$ cat config.mk
export PLATFORM = sky130hd
export DESIGN_NAME = swpi_decode
export DESIGN_NICKNAME = d
export VERILOG_FILES = /design/src/design/swpi_pkg.sv /design/src/design/swpi_decode.sv
export SDC_FILE = /design/constraint.sdc
export NUM_CORES = 1
export LEC_CHECK = 0
export ABC_CLOCK_PERIOD_IN_PS = 3300
export BUFFER_PORTS_ARGS = -buffer_cell sky130_fd_sc_hd__buf_2
export CAP_MARGIN = 25
export CORE_UTILIZATION = 54
export DETAILED_ROUTE_END_ITERATION = 10
export PLACE_DENSITY = 0.85
export SLEW_MARGIN = 40
export SYNTH_ARGS = -nofsm -noshare
export SYNTH_HDL_FRONTEND = slang
export SYNTH_SLANG_ARGS = --single-unit
$ cat constraint.sdc
create_clock -name vclk -period 3.3
set_clock_uncertainty 0.2 [all_clocks]
set_input_delay 0.66 -clock vclk [all_inputs]
set_output_delay 0.66 -clock vclk [all_outputs]
set_load 0.1 [all_outputs]
$ cat src/design/swpi_pkg.sv
// Package for the stack with positional insert: sizes, codes and the control
// struct passed from the action decoder to the word row.
// No dependencies.
package swpi_pkg;

  localparam int DEPTH      = 64;
  localparam int DATA_WIDTH = 64;

  // Field widths fixed by the stream format
  localparam int ACT_W     = 2;
  localparam int ENTRY_W   = 64;
  localparam int POS_W     = 7;
  localparam int STATUS_W  = 2;
  localparam int DEPTH_O_W = 7;
  localparam int TDATA_W   = ((ENTRY_W + POS_W + 7) / 8) * 8;

  localparam int CNT_W = $clog2(DEPTH + 1);
  localparam int IDX_W = $clog2(DEPTH);
  localparam int CMP_W = (CNT_W > POS_W) ? CNT_W : POS_W;

  typedef enum logic [ACT_W-1:0] {
    ACT_PUSH   = 2'd0,
    ACT_POP    = 2'd1,
    ACT_INSERT = 2'd2
  } act_t;

  typedef enum logic [STATUS_W-1:0] {
    ST_OK     = 2'd0,
    ST_FULL   = 2'd1,
    ST_EMPTY  = 2'd2,
    ST_BADPOS = 2'd3
  } status_t;

  typedef enum logic [1:0] {
    OP_HOLD,
    OP_INSERT,
    OP_POP
  } op_t;

  typedef struct packed {
    op_t              op;
    logic [IDX_W-1:0] slot;        // row index of the new word, 0 is the top
    status_t          status;
    logic [CNT_W-1:0] count_next;
  } ctl_t;

endpackage

$ cat src/design/swpi_decode.sv
// Action decoder: checks an action against the current fill count and
// produces the row control, status and next count. Uses swpi_pkg.
module swpi_decode (
  input  logic [swpi_pkg::ACT_W-1:0] act,
  input  logic [swpi_pkg::POS_W-1:0] pos,
  input  logic [swpi_pkg::CNT_W-1:0] count,
  output swpi_pkg::ctl_t             ctl
);
  import swpi_pkg::*;

  logic             full;
  logic [CMP_W-1:0] pos_w;
  logic [CMP_W-1:0] cnt_w;
  logic [CMP_W-1:0] ins_slot;

  assign full     = (count == CNT_W'(DEPTH));
  assign pos_w    = CMP_W'(pos);
  assign cnt_w    = CMP_W'(count);
  // Row is held top first, so bottom position k lands at row count + 1 - k
  assign ins_slot = cnt_w + CMP_W'(1) - pos_w;

  always_comb begin
    ctl.op         = OP_HOLD;
    ctl.slot       = '0;
    ctl.status     = ST_OK;
    ctl.count_next = count;
    unique case (act_t'(act))
      ACT_PUSH: begin
        if (full) begin
          ctl.status = ST_FULL;
        end else begin
          ctl.op         = OP_INSERT;
          ctl.count_next = count + CNT_W'(1);
        end
      end
      ACT_POP: begin
        if (count == '0) begin
          ctl.status = ST_EMPTY;
        end else begin
          ctl.op         = OP_POP;
          ctl.count_next = count - CNT_W'(1);
        end
      end
      ACT_INSERT: begin
        priority if (full) begin
          ctl.status = ST_FULL;
        end else if (pos_w == '0 || pos_w > cnt_w) begin
          ctl.status = ST_BADPOS;
        end else begin
          ctl.op         = OP_INSERT;
          ctl.slot       = ins_slot[IDX_W-1:0];
          ctl.count_next = count + CNT_W'(1);
        end
      end
      default: begin
        ctl.op = OP_HOLD;
      end
    endcase
  end

endmodule

==> flow_metrics.env, run 1 <==
export IMPL_die_w_um=44.4
export IMPL_syn_inst=136
export IMPL_gp_congestion=0.916
export IMPL_yosys_area_top_type_share=0.181
export IMPL_first_error="[ERROR DPL-0038] Utilization greater than 100%, impossible to legalize"
export IMPL_ys_seq_area_frac=0
export IMPL_synth_cell_types=45
export IMPL_synth_area_per_cell_um2=7.12
export IMPL_yosys_warnings=0
export IMPL_lastStage="3_5_place_dp"
export IMPL_synth_fp_nets=167
export IMPL_synth_area_leaders="ha_1, inv_1, a21oi_1"
export IMPL_portBuffers=33
export IMPL_io_pin_count=33
export IMPL_yosysTopAreaCell="ha_1"
export IMPL_rows=14
export IMPL_start_util=0.608
export IMPL_die_h_um=44.4
export IMPL_netlist_area_um2=968
export IMPL_status="aborted with a tool error"
-- cells by family after synthesis --
logic type | after synthesis | share of synthesized area
AOI/OAI and AO/OA | 37 | 0.256
xor gates and xnor gates | 9 | 0.0969
adders and majority gates | 15 | 0.202
buffers and inverters | 22 | 0.111
and+or+nand+nor | 53 | 0.335
-- synth_stat cells (all sizes together) (3+ instances only) --
master / number
a211oi: 5
xnor2: 5
nand4: 4
a21oi: 10
buf: 4
nand3: 6
o211ai: 5
inv: 16
ha: 14
o21ai: 4
a21o: 5
nor2: 10
xor2: 3
nand2: 10
nor3: 6
-- per-stage QoR --
stage	instance area, um^2	setup slack [ns]	hold WS (ns)	setup TNS, ns	std cells
global placement	1770	-0.0678	1.53	-0.148	220
floorplan	1170	-0.824	1.32	-4.11	136
==> run 2, diff against run 1 <==
CORE_AREA = 2 2 63 65   (was default)
CORE_UTILIZATION = default   (was 54)
DIE_AREA = 0 0 65 67   (was default)
PLACE_DENSITY = default   (was 0.85)
PLACE_DENSITY_LB_ADDON = 0.15   (was default)
==> flow_metrics.env, run 2 <==
export IMPL_p_clk_frac=0
export IMPL_final_cell_mix="buf_4, buf_12, inv_1, nand2_1, ha_4"
export IMPL_io_pin_count=33
export IMPL_p_seq_frac=0
export IMPL_layout_drive_gt1_share=0.589
export IMPL_yosys_warnings=0
export IMPL_antenna_found_initial=0
export IMPL_synth_area_per_cell_um2=7.12
export IMPL_cp_end_kind="output pin"
export IMPL_antenna_cells=0
export IMPL_grt_pass1_vias=1219
export IMPL_portBuffers=33
export IMPL_p_sw_w=0.000279
export IMPL_final_max_slew_viol_count=0
export IMPL_cap_violations=0
export IMPL_cp_arrival_ns=2.45
export IMPL_synth_top_family_by_area="simple AND/OR/NAND/NOR gates"
export IMPL_yosysTopAreaCell="ha_1"
export IMPL_cts_hold_buffers_added=0
export IMPL_yosys_area_share_simple=0.335
export IMPL_failed_checks="setup timing"
export IMPL_max_slew_margin_rel=0.680
export IMPL_nets=240
export IMPL_setup_viol=1
export IMPL_met1_usage=0.222
export IMPL_netlist_area_um2=968
export IMPL_tightest_slew_ns=0.477
export IMPL_synth_xor_area_share=0.0969
export IMPL_ys_top_cells_by_count="inv_1, ha_1, nand2_1, nor2_1, a21oi_1"
export IMPL_hpwlAfterDp_um=3030
export IMPL_dr_pass1_iters=4
export IMPL_overflow=0
export IMPL_grt_use_met2=0.318
export IMPL_ant_nets=0
export IMPL_gp_congestion=0.888
export IMPL_sw_frac_of_total=0.586
export IMPL_grt_pass1_wl_um=5770
export IMPL_synthAdderAreaFrac=0.202
export IMPL_hold_viol=0
export IMPL_powerDensity_nw_per_um2=230
export IMPL_synth_cell_types=45
export IMPL_worstHoldPathCells=3
export IMPL_clockBufferCount=0
export IMPL_cell_internal_pwr_w=0.000198
export IMPL_hold_end="ctl[15]"
export IMPL_first_iter_violations=39
export IMPL_synth_fp_nets=167
export IMPL_final_common_cell="buf_4"
export IMPL_placed_cells=248
export IMPL_num_vias=1252
export IMPL_grt_max_degree=14
export IMPL_ys_seq_area_frac=0
export IMPL_syn_inst=136
export IMPL_fin_cells=255
export IMPL_finalWorstSetupSlack_ns=-0.0126
export IMPL_syn2layout_area_growth_pct=114
export IMPL_ir_drop_v=0.000156
export IMPL_critPathLaunchType="input pin"
export IMPL_die_h_um=67
export IMPL_grt_usage=0.167
export IMPL_avgRoutedWirePerCell_um=14.0
export IMPL_rows=22
export IMPL_muxShareOfSynthArea=0
export IMPL_ff_latch_area_um2=0
export IMPL_dieArea_um2=4360
export IMPL_start_util=0.269
export IMPL_status="complete, but fails checks"
export IMPL_max_freq_mhz=302
export IMPL_rsz0062_at_grt="true"
export IMPL_crit_fanout=6
export IMPL_critPathKind="input pin to output pin"
export IMPL_setup_tns_ns=-0.0126
export IMPL_synth_area_leaders="ha_1, inv_1, a21oi_1"
export IMPL_drc=0
export IMPL_top_usage_layer="met2"
export IMPL_leakagePower_nw=0.891
export IMPL_synth_compound_area_frac=0.256
export IMPL_use_met3=0.00169
export IMPL_fin_crit_ns=3.31
export IMPL_hp_start="act[0]"
export IMPL_vias_per_cell=4.91
export IMPL_flops_and_latches=0
export IMPL_hp_class="input pin to output pin"
export IMPL_yosys_area_top_type_share=0.181
export IMPL_period_share=1.00
export IMPL_die_w_um=65
export IMPL_core_region_area_um2=3610
export IMPL_worstPathRequired_ns=2.44
export IMPL_wl_um=3570
export IMPL_synthMostInstantiatedCell="inv_1"
export IMPL_pwr_share_comb=1.000
## run 2: cell counts after synthesis
Identical to the previous run, type by type.
## run 2: final cells by class
class	count	area, um^2
Fill cell	321	1530
Multi-Input combinational cell	114	1120
Timing Repair Buffer	76	800
Inverter	17	101
Tap cell	48	60.1
## run 2: worst max-delay path by stage
stage / start / to / slack [ns] / cells after the start
after floorplan: count[3] / ctl[1] / -0.82 / 9
after global placement: count[1] / ctl[1] / -0.11 / 10
after detailed placement: count[1] / ctl[14] / -0.13 / 9
after CTS: count[0] / ctl[14] / -0.04 / 9
after global routing: count[0] / ctl[3] / -0.1 / 10
final: count[5] / ctl[1] / -0.01 / 10
## run 2: cell families (layout without fill, tap and decap cells)
group,Yosys count,count (layout)
compound gates,37,37
fa+ha+maj,15,15
xor+xnor,9,9
simple gates,53,53
buf+inv,22,93
## run 2: worst max-delay path, stage by stage
cell and delay [ns]:
buf_8 0.08, clkinv_4 0.05, ha_4 0.25, nand4_1 0.15, a21o_1 0.22, a21o_4 0.24, buf_6 0.13, and2_4 0.13
o211ai_1 0.27, clkbuf_16 0.26
## run 2: what timing repair did
| item | 4_1_cts | 5_1_grt |
|---|---|---|
| cloned | 0 | 0 |
| pin swaps | 3 | 9 |
| setup buffers | 3 | 4 |
| endpoints found under the setup margin | 11 | 15 |
| gates resized for setup | 12 | 32 |
## run 2: through the flow
step	utilization	hold WS [ns]	setup slack, ns	cell area [um^2]	total power (W)
2_1_floorplan	-	1.32	-0.824	1170	0.000283
3_3_place_gp	0.511	1.53	-0.112	1840	0.000438
3_5_place_dp	0.511	1.53	-0.130	1840	0.000442
4_1_cts	0.533	1.53	-0.0360	1920	0.000454
5_1_grt	0.576	1.56	-0.0972	2080	0.000503
6_report	0.576	1.54	-0.0126	2080	0.000477
## run 2: power groups by stage
stage               Clock (W)  Combinational (W)  Sequential, W
floorplan                   0           0.000283              0
global placement            0           0.000438              0
detailed placement          0           0.000442              0
CTS                         0           0.000454              0
global route                0           0.000503              0
finish                      0           0.000477              0
## run 2: per-layer routing
metal	part of all wire	up-vias
met2	0.52	17
met5	0	-
met3	0.023	0
li1	-	650
met1	0.46	585
met4	0	0
Note: power is estimated with default switching activity, not from simulation.
